--- config.mk ---
export PLATFORM = sky130hd
export DESIGN_NAME = tpfc_front
export DESIGN_NICKNAME = d
export VERILOG_FILES = /design/src/tpfc_pkg.sv /design/src/tpfc_front.sv
export SDC_FILE = /design/constraint.sdc
export NUM_CORES = 1
export LEC_CHECK = 0
export BUFFER_PORTS_ARGS = -buffer_cell sky130_fd_sc_hd__buf_2
export CORE_MARGIN = 4
export CORE_UTILIZATION = 37
export DETAILED_ROUTE_END_ITERATION = 8
export GPL_TIMING_DRIVEN = 0
export PLACE_DENSITY_LB_ADDON = 0.3
export SLEW_MARGIN = 20
export SYNTH_ARGS = -nofsm -noshare
export SYNTH_HDL_FRONTEND = slang
export SYNTH_SLANG_ARGS = --single-unit
--- constraint.sdc ---
create_clock -name vclk -period 7.4
set_input_delay 1.48 -clock vclk [all_inputs]
set_output_delay 1.48 -clock vclk [all_outputs]
set_load 0.1 [all_outputs]
--- src/tpfc_pkg.sv ---
package tpfc_pkg;

	localparam int PALETTE_ENTRIES_DEF = 256;
	localparam int QUEUE_DEPTH = 4;
	localparam int QUEUE_PTR_W = $clog2(QUEUE_DEPTH);

	localparam int PADDR_W = 5;

	// source format codes
	localparam logic [2:0] FMT_PAL8     = 3'd0;
	localparam logic [2:0] FMT_ARGB4444 = 3'd1;
	localparam logic [2:0] FMT_ARGB1555 = 3'd2;
	localparam logic [2:0] FMT_RGB565K  = 3'd3;
	localparam logic [2:0] FMT_PASS     = 3'd4;

	// register indexes (paddr[4:2])
	localparam logic [2:0] REG_SOURCE_FORMAT   = 3'd0;
	localparam logic [2:0] REG_KEY_ENABLE      = 3'd1;
	localparam logic [2:0] REG_KEY_LOW         = 3'd2;
	localparam logic [2:0] REG_KEY_HIGH        = 3'd3;
	localparam logic [2:0] REG_PALETTE_PRESENT = 3'd4;

	// request types
	localparam logic REQ_TEXEL   = 1'b0;
	localparam logic REQ_PAL_WR  = 1'b1;

	typedef struct packed {
		logic [2:0]  source_format;
		logic        key_enable;
		logic [15:0] key_low;
		logic [15:0] key_high;
		logic        palette_present;
	} cfg_t;

	// classified item as it sits in the queue
	typedef struct packed {
		logic        pal_wr;
		logic [31:0] pixel;
		logic        eos;
		logic        hit;
		logic [7:0]  pal_index;
		logic [23:0] rgb;
	} qent_t;

	typedef struct packed {
		logic full;
		logic empty;
	} q_stat_t;

endpackage

--- src/tpfc_front.sv ---
module tpfc_front (
	input  tpfc_pkg::cfg_t  cfg,
	input  logic            in_valid,
	output logic            in_stall,
	input  logic            req_type,
	input  logic [31:0]     pixel_in,
	input  logic            end_of_surface,
	input  logic [7:0]      pal_index,
	input  logic [7:0]      pal_red,
	input  logic [7:0]      pal_green,
	input  logic [7:0]      pal_blue,
	input  tpfc_pkg::q_stat_t q_stat,
	output logic            push,
	output tpfc_pkg::qent_t push_ent
);
	import tpfc_pkg::*;

	logic [15:0] key_val;
	logic        key_cmp;
	logic        hit;

	// value compared against the key range depends on format
	always_comb begin
		key_val = 16'h0000;
		key_cmp = 1'b0;
		unique case (cfg.source_format)
			FMT_PAL8: begin
				key_val = {8'h00, pixel_in[7:0]};
				key_cmp = 1'b1;
			end
			FMT_RGB565K: begin
				key_val = pixel_in[15:0];
				key_cmp = 1'b1;
			end
			default: begin
				key_val = 16'h0000;
				key_cmp = 1'b0;
			end
		endcase
	end

	assign hit = key_cmp && cfg.key_enable &&
		(key_val >= cfg.key_low) && (key_val <= cfg.key_high);

	assign in_stall = q_stat.full;
	assign push     = in_valid && !q_stat.full;

	always_comb begin
		push_ent.pal_wr    = (req_type == REQ_PAL_WR);
		push_ent.pixel     = pixel_in;
		push_ent.eos       = end_of_surface;
		push_ent.hit       = hit;
		push_ent.pal_index = pal_index;
		push_ent.rgb       = {pal_red, pal_green, pal_blue};
	end

endmodule

==> implementation parameters <==
Parameter                              Value

Outcome
  Run status ... complete, no violations

Global route
  Maximum number of pins on one net before global-route repair ... 9
  Grt met2 use ... 28.07%
  Met1 global-route usage ... 15.12%
  Routing usage on met3 ... 2.734%
  Via count of the first global-routing pass ... 1505
  Wire length of the first global-routing pass ... 5996 um
  Total overflow reported by the global router ... 0
  Number of antenna violations at the first check in global routing ... 0
  Combined global-route utilization of all metal layers ... 13.76%
  Top Usage Layer GRT ... met2

Synthesis
  Post-synthesis cell area ... 0.001435 mm2
  Synthesized-area fraction occupied by xor and xnor cells ... 1.133%
  Yosys warning count ... 0
  Count of distinct cell types in the synthesized netlist ... 27
  Avg Cell Area, Syn ... 7.212 um2
  Compound-Gate Fraction of Synth Area ... 13.51%
  Combinational family with the most area after synthesis ... buffers and inverters
  Adder-Cell Fraction of Synth Area ... 26.16%
  Post-Synthesis Net Count ... 335
  Sequential area share after synthesis ... 0%
  Simple-Gate Fraction of Synth Area ... 16.04%
  Cell count after synthesis ... 199
  Mux cell area share after synthesis ... 0%

Cells and area
  Proportion of layout cells with a drive suffix above 1 ... 60.87%
  Antenna diode count ... 0
  Share of the core filled with cells in the final layout ... 56.80%
  Flip-flop and latch area ... 0 um2
  Most frequent cells in the layout ... buf_2, buf_4, ha_1, inv_1, and2_1
  Cell area after layout ... 0.002111 mm2
  Final instance count without filler cells ... 370
  Layout Nets ... 460
  Flip-flop and latch count ... 0
  Most common cell after layout, fill and taps aside ... buf_2
  Number of inserted filler cells in the final layout ... 375
  Clock Buffer Count ... 0
  Area grow syn2layout ... 47.08%

Timing
  Worst Tran Pin Value ... 0.4959 ns
  Max Clock Freq ... 175.8 MHz
  Final worst path period share ... 76.85%
  Final number of max-transition violations ... 0
  Hold Vio Cnt, Final ... 0
  Final min period ... 5.687 ns
  Number of setup violations in the final report ... 0
  Worst slew margin relative to its limit ... 67.17%
  Unrepaired setup endpoints after global routing ... false
  Accumulated negative setup slack ... 0 ns

Worst hold path
  Worst Hold Launch ... pixel_in[27]
  Worst min path class ... input pin to output port

Routing
  First-iteration detailed-routing DRC count ... 12
  Number of vias after detailed routing ... 1593
  TritonRoute pass-1 iters ... 2
  Number of remaining DRC errors ... 0
  Residual antenna-violating net count after detailed routing ... 0
  DR vias/cell ... 4.305
  Wire length after detailed routing ... 3780 um
  Detail-routed net length per standard cell ... 10.22 um

Floorplan
  Die Span X ... 70.28 um
  Overall die area ... 0.004939 mm2
  Chip height ... 70.28 um
  Core Box Area ... 0.003716 mm2
  Number of rows in the core area ... 22
  # IOs ... 175
  Initial cell density of the core ... 38.62%

Power
  Design Power ... 236.8 uW
  Power per Cell Area ... 112.2 mW/mm2
  IR drop worst, VDD ... 0.00008409 V
  Fraction of power consumed by the clock network ... 0%
  Static power due to leakage ... 0.001375 uW
  Design internal power ... 59.02 uW
  Switching power as a share of total power ... 75.08%
  Logic gate share of total power ... 100.0%
  Sequential share of power ... 0%
  P_sw ... 177.8 uW

Setup path
  Critical path type ... input pin to output port
  Crit path max-delay cell type ... a2111oi_0
  Start point of the critical path ... cfg[34]
  WP data arrival ... 4.21 ns
  Cell type with the highest occurrence count on the critical path ... buf_2
  Largest stage delay on the critical path ... 0.42 ns
  Critical path cell sequence ... buf_2 > xor2_2 > nor2_1 > nand2_1 > ha_1 > nand2b_1 > a21oi_1 > a2111oi_0 > o21ai_0 > a221oi_2 > buf_4 > buf_2
  Required time at the endpoint of the critical path ... 5.92 ns
  Type of destination of the critical path ... output port
  Max FO, Critical Path ... 8
  Startpoint types ... input pin

Place
  Buffers added on ports ... 123
  Half-perimeter wire length of the detailed placement result ... 3691 um
  Placed Instance Area ... 0.002111 mm2
  DP Cell Count ... 370
  Final weighted congestion in routability-driven placement ... 0.7858

Run
  Max-cap violation count ... 0

Clocking
  Post-CTS sizing ... 0
  Number of hold-repair buffers added at the cts stage ... 0
  # Post-CTS Setup Buffers ... 0
-- critical path: cells and delay by family --
family	cells	cell delay [ns]
compound gates	4	0.98
xor+xnor	1	0.20
fa+ha+maj	1	0.29
buf+inv	3	0.66
simple gates	3	0.60
-- kinds of logic after synthesis --
logic type                 count (synthesis)
buffers and inverters                     97
and+or+nand+nor                           42
adders and majority gates                 30
AOI/OAI and AO/OA                         29
xor gates and xnor gates                   1
-- per-stage QoR --
| step | setup WS (ns) | hold slack [ns] |
|---|---|---|
| 6_report | 1.713 | 3.343 |
| 3_3_place_gp | 1.711 | 3.344 |
| 5_1_grt | 1.440 | 3.346 |
| 3_5_place_dp | 1.709 | 3.344 |
| 4_1_cts | 1.705 | 3.344 |
| 2_1_floorplan | 2.418 | 3.172 |
-- path summary, 6_finish.rpt --
| kind | endpoint | slack, ns | cells after the start |
|---|---|---|---|
| hold / removal | push_ent[61] | 3.34 | 2 |
| setup / recovery | push_ent[32] | 1.71 | 12 |
-- area by class of cell --
| cell class | count | area [um2] | area share (%) |
|---|---|---|---|
| inverters | 29 | 108.9 | 5.157 |
| multi-input cells | 102 | 815.8 | 38.65 |
| repair buffers | 123 | 615.6 | 29.16 |
| well taps | 48 | 60.06 | 2.845 |
| plain buffers | 68 | 510.5 | 24.19 |
-- synth_stat cells (all sizes together) --
master / n / area share [%]
o21a: 1 / 0.52
and2: 14 / 6.1
a211oi: 1 / 0.52
o21ba: 1 / 0.70
xor2: 1 / 1.1
nor2b: 2 / 0.87
nand4: 3 / 1.3
or3: 1 / 0.52
nand2: 9 / 2.4
inv: 29 / 7.6
nand2b: 3 / 1.3
nand3: 2 / 0.70
o211ai: 1 / 0.52
a21o: 3 / 1.6
ha: 30 / 26
nor3: 1 / 0.35
o21ai: 6 / 2.4
o311ai: 2 / 1.2
a21oi: 11 / 3.8
a221oi: 2 / 1.7
buf: 68 / 36
and4: 2 / 1.2
a2111oi: 1 / 0.61
nor2: 5 / 1.3
-- per-layer routing --
metal  routed length [um]  part of all wire, %
met1                 1334                   35
met2                 2006                   53
met3                  439                   12
met4                    0                    0
met5                    0                    0
-- power groups by stage --
stage          sequential (uW)  clock (uW)  combinational, uW
6_report                     0           0                237
5_1_grt                      0           0                250
4_1_cts                      0           0                239
3_5_place_dp                 0           0                238
3_3_place_gp                 0           0                236
2_1_floorplan                0           0                200
Note: power is estimated with default switching activity, not from simulation.
