## src/tpfc_pkg.sv

```systemverilog
package tpfc_pkg;

	localparam int PALETTE_ENTRIES_DEF = 256;
	localparam int QUEUE_DEPTH = 4;
	localparam int QUEUE_PTR_W = $clog2(QUEUE_DEPTH);

	localparam int PADDR_W = 5;

	// source format codes
	localparam logic [2:0] FMT_PAL8     = 3'd0;
	localparam logic [2:0] FMT_ARGB4444 = 3'd1;
	localparam logic [2:0] FMT_ARGB1555 = 3'd2;
	localparam logic [2:0] FMT_RGB565K  = 3'd3;
	localparam logic [2:0] FMT_PASS     = 3'd4;

	// register indexes (paddr[4:2])
	localparam logic [2:0] REG_SOURCE_FORMAT   = 3'd0;
	localparam logic [2:0] REG_KEY_ENABLE      = 3'd1;
	localparam logic [2:0] REG_KEY_LOW         = 3'd2;
	localparam logic [2:0] REG_KEY_HIGH        = 3'd3;
	localparam logic [2:0] REG_PALETTE_PRESENT = 3'd4;

	// request types
	localparam logic REQ_TEXEL   = 1'b0;
	localparam logic REQ_PAL_WR  = 1'b1;

	typedef struct packed {
		logic [2:0]  source_format;
		logic        key_enable;
		logic [15:0] key_low;
		logic [15:0] key_high;
		logic        palette_present;
	} cfg_t;

	// classified item as it sits in the queue
	typedef struct packed {
		logic        pal_wr;
		logic [31:0] pixel;
		logic        eos;
		logic        hit;
		logic [7:0]  pal_index;
		logic [23:0] rgb;
	} qent_t;

	typedef struct packed {
		logic full;
		logic empty;
	} q_stat_t;

endpackage

```

## src/tpfc_queue.sv

```systemverilog
module tpfc_queue (
	input  logic              clk,
	input  logic              arst_n,
	input  logic              push,
	input  tpfc_pkg::qent_t   push_ent,
	input  logic              pop,
	output tpfc_pkg::qent_t   head_ent,
	output tpfc_pkg::q_stat_t q_stat
);
	import tpfc_pkg::*;

	qent_t                  ent_q [QUEUE_DEPTH];
	logic [QUEUE_PTR_W-1:0] wr_ptr_q;
	logic [QUEUE_PTR_W-1:0] rd_ptr_q;
	logic [QUEUE_PTR_W:0]   count_q;

	assign q_stat.full  = (count_q == (QUEUE_PTR_W+1)'(QUEUE_DEPTH));
	assign q_stat.empty = (count_q == '0);
	assign head_ent     = ent_q[rd_ptr_q];

	always_ff @(posedge clk or negedge arst_n) begin
		if (!arst_n) begin
			wr_ptr_q <= '0;
			rd_ptr_q <= '0;
			count_q  <= '0;
		end else begin
			if (push) begin
				wr_ptr_q <= wr_ptr_q + 1'b1;
			end
			if (pop) begin
				rd_ptr_q <= rd_ptr_q + 1'b1;
			end
			if (push && !pop) begin
				count_q <= count_q + 1'b1;
			end else if (pop && !push) begin
				count_q <= count_q - 1'b1;
			end
		end
	end

	always_ff @(posedge clk) begin
		if (push) begin
			ent_q[wr_ptr_q] <= push_ent;
		end
	end

endmodule

```

## config.mk

```make
export PLATFORM = sky130hd
export DESIGN_NAME = tpfc_queue
export DESIGN_NICKNAME = d
export VERILOG_FILES = /design/src/tpfc_pkg.sv /design/src/tpfc_queue.sv
export SDC_FILE = /design/constraint.sdc
export NUM_CORES = 1
export LEC_CHECK = 0
export BUFFER_PORTS_ARGS = -buffer_cell sky130_fd_sc_hd__buf_2
export CORE_ASPECT_RATIO = 2
export CORE_UTILIZATION = 59
export CTS_BUF_LIST = sky130_fd_sc_hd__clkbuf_2
export CTS_CLUSTER_DIAMETER = 60
export DETAILED_ROUTE_END_ITERATION = 10
export GPL_TIMING_DRIVEN = 0
export PLACE_DENSITY = 0.79
export SETUP_SLACK_MARGIN = 0.5
export SLEW_MARGIN = 40
export SYNTH_ARGS = -nofsm -noshare
export SYNTH_HDL_FRONTEND = slang
export SYNTH_SLANG_ARGS = --single-unit
```

## constraint.sdc

```tcl
create_clock -name clk -period 3.1 [get_ports clk]
set_clock_uncertainty 0.05 [all_clocks]
set_input_delay 0.31 -clock clk [delete_from_list [all_inputs] [get_ports clk]]
set_output_delay 0.31 -clock clk [all_outputs]
set_load 0.02 [all_outputs]
```

==> impl_metrics.toml <==
[status]
run_status = "completed"

[clock_tree]
worstSkewPairLatency_ns = 0.78
cts_max_path_buffers = 3
tritoncts = "built"
cts_root_buf = "clkbuf_2"
cts-htree-levels = 2
clock_transition_at_path_regs_ns = 0.12
clkSinkCount = 275
cts_inserted_buffers = 54

[die]
core_area_sq_um = 16700
io_pins = 140
floorplan.die_area_sq_um = 17600
start_util = 0.604
die_w_um = 94.4
fp.dieH_um = 187
std_cell_rows = 67

[sta]
fin_hold_ws_ns = 0.242
fmax_ghz = 0.384
setup_total_negative_slack_ns = 0
max_slew.worst_pin.slew_ns = 0.530
grt_setup_unrepaired = "yes"
timing.max_slew.rel_slack = 0.646
final_min_period_over_clock_period = 0.840
post-route-min-period_ns = 2.60
hold_viol_final = 0
finalSetupViolations = 0
maxSlewViolCount = 0

[pwr]
net-switching-power_w = 0.00375
pwr-share-seq = 0.449
clkPwrFrac = 0.166
power_density_nw_per_um2 = 894
vdd_drop_max_mv = 0.563
sw_frac_of_total = 0.334
p_leak_nw = 4.50
intPower_w = 0.00746
combinationalPowerShare = 0.385

[placed_design]
half_perimeter_wire_length_after_detailed_placement_um = 11300
placement.io_buffers = 139
routabilityCongestion = 0.715

[routing]
wirelength_um = 19400
drc = 0
routed_via_density = 5.56
detail_route.first_pass.iterations = 4
wl_per_cell_um = 21.3
drt_first_iter_violations = 217
final_antenna_net_count = 0
dr_total_vias = 5056

[global_route]
grt_antenna_before_repair = 1
grt_start_max_net_pins = 36
overflow = 0
wire_length_of_the_first_global_routing_pass_um = 29300
vias_in_the_first_global_route = 5684
global_route.usage.total = 0.228

[layout]
layout.nets = 741
final_core_utilization = 0.752
drive_above_1_share = 0.450
flow.area_growth_from_synthesis_pct = 24.6
final.fill_count = 951

[yosys]
synth_top_cell_by_area = "edfxtp_1"
synthesis.area_sq_um = 10100
synth.avg_cell_area_sq_um = 26.2
synth-warning-count = 0
postSynthNetCount = 462
post_synth_num_cell_types = 20
syn_inst = 385
synth_top_cell_area_share = 0.799
seq_area_frac_synth = 0.817
post_synth_main_area_contributors = "edfxtp_1 80%, mux4_2 15%, dfrtp_1 1.7%"
synth-seq-cells = 275

[hold_path]
hold_path.class = "input port to register"

[worst_setup_path]
critical_path.max_fanout = 7
critical_path_arrival_ns = 2.24
required_ns = 2.74
endpoint_kind = "primary output"
timing.critical_path.from_type = "register"
timing.setup.critical_path_class = "register to primary output"

[run]
max_cap_violations = 0
sequential cells by signal (all words and copies together), names as in the netlist:
signal,flops
wr_ptr_q,2
count_q,3
rd_ptr_q,2
ent_q,268
synth_stat cells:
cell,count
clkbuf_1,3
buf_12,2
nor3_1,1
mux4_2,67
nor3b_1,1
xor2_1,4
edfxtp_1,268
buf_2,6
nor2_1,1
buf_6,1
xnor2_1,2
and2_1,4
o21ai_0,1
fa_1,1
ha_1,5
buf_4,4
dfrtp_1,7
inv_1,4
mux2_2,1
nand2_1,2
repair_timing:
action	in CTS	in global routing
hold buffers	71	0
hold endpoints to repair	280	0
setup endpoints to repair	53	66
pin swaps	0	0
cloned	1	0
gates resized for setup	14	31
setup buffers	5	1
logic make-up (layout without fill, tap and decap cells):
logic type | count (synthesis) | in the layout | share of synthesized area
AOI/OAI and AO/OA | 1 | 1 | 0.000497
xor gates and xnor gates | 6 | 6 | 0.00522
adders and majority gates | 6 | 6 | 0.00820
buffers and inverters | 20 | 337 | 0.0137
DFF | 275 | 275 | 0.817
muxes | 68 | 68 | 0.151
other | 0 | 1 | 0
and+or+nand+nor | 9 | 9 | 0.00485
layer usage:
metal,track usage,wire length (um)
met1,0.256,6800
met3,0.0403,866
met2,0.408,11100
met5,0,0
met4,0.109,627
worst max-delay path: stages (launching register included):
cell and delay, ns:
dfrtp_1 0.36, buf_6 0.16, buf_12 0.15, buf_12 0.14
mux4_2 0.53, buf_6 0.15
per-stage QoR:
step	power [W]	setup WS, ns	cells	cell area [sq um]
after floorplan	0.00772	0.514	385	10100
after global placement	0.00882	-0.574	731	11000
after detailed placement	0.00902	1.08	737	11200
after CTS	0.0111	0.449	908	12400
after global routing	0.0117	0.391	910	12500
final	0.0112	0.496	910	12500
placed cells by master (no fill, tap or decap):
| cell | netlist | routed |
|---|---|---|
| mux4_2 | 67 | 67 |
| buf_4 | 4 | 6 |
| buf_6 | 1 | 22 |
| nor3b_1 | 1 | 1 |
| xnor2_1 | 2 | 2 |
| buf_16 | 0 | 3 |
| o21ai_0 | 1 | 1 |
| ha_1 | 5 | 5 |
| xor2_1 | 4 | 4 |
| nor3_1 | 1 | 1 |
| fa_1 | 1 | 1 |
| clkbuf_2 | 0 | 78 |
| dlygate4sd3_1 | 0 | 71 |
| clkinv_2 | 0 | 1 |
| clkinv_1 | 0 | 18 |
| dfrtp_1 | 7 | 7 |
| and2_4 | 0 | 4 |
| nand2_1 | 2 | 2 |
| diode_2 | 0 | 1 |
| edfxtp_1 | 268 | 268 |
| mux2_2 | 1 | 1 |
| buf_12 | 2 | 7 |
| buf_2 | 6 | 127 |
| inv_1 | 4 | 4 |
| nor2_1 | 1 | 1 |
power by group through the flow:
stage	clock network, W	registers (W)	logic (W)
3_5_place_dp	0	0.00512	0.00390
2_1_floorplan	0	0.00507	0.00266
3_3_place_gp	0	0.00510	0.00371
5_1_grt	0.00207	0.00509	0.00458
4_1_cts	0.00191	0.00503	0.00415
6_report	0.00186	0.00504	0.00432
area by class of cell:
cell class                      instances  area (sq um)  area share
Multi-Input combinational cell         90          1720       0.137
Buffer                                 16           163      0.0130
Antenna cell                            1          2.50    0.000200
Clock inverter                         19          72.6     0.00579
Clock buffer                           75           375      0.0299
Sequential cell                       275          8220       0.656
Timing Repair Buffer                  223          1710       0.137
Tap cell                              207           259      0.0206
Inverter                                4          15.0     0.00120
worst paths after layout:
check | startpoint | end | slack [ns] | depth (start not counted)
setup / recovery | rd_ptr_q[0] | head_ent[50] | 0.50 | 5
hold / removal | push_ent[52] | ent_q[3][52] | 0.24 | 2
setup reg to reg | wr_ptr_q[1] | ent_q[1][7] | 1.23 | 4
hold reg to reg | count_q[2] | count_q[2] | 0.48 | 1
max in group asynchronous | arst_n | count_q[2] | 2.16 | 3
min in group asynchronous | arst_n | wr_ptr_q[0] | 0.48 | 3
Power figures use the tool's default switching activity.
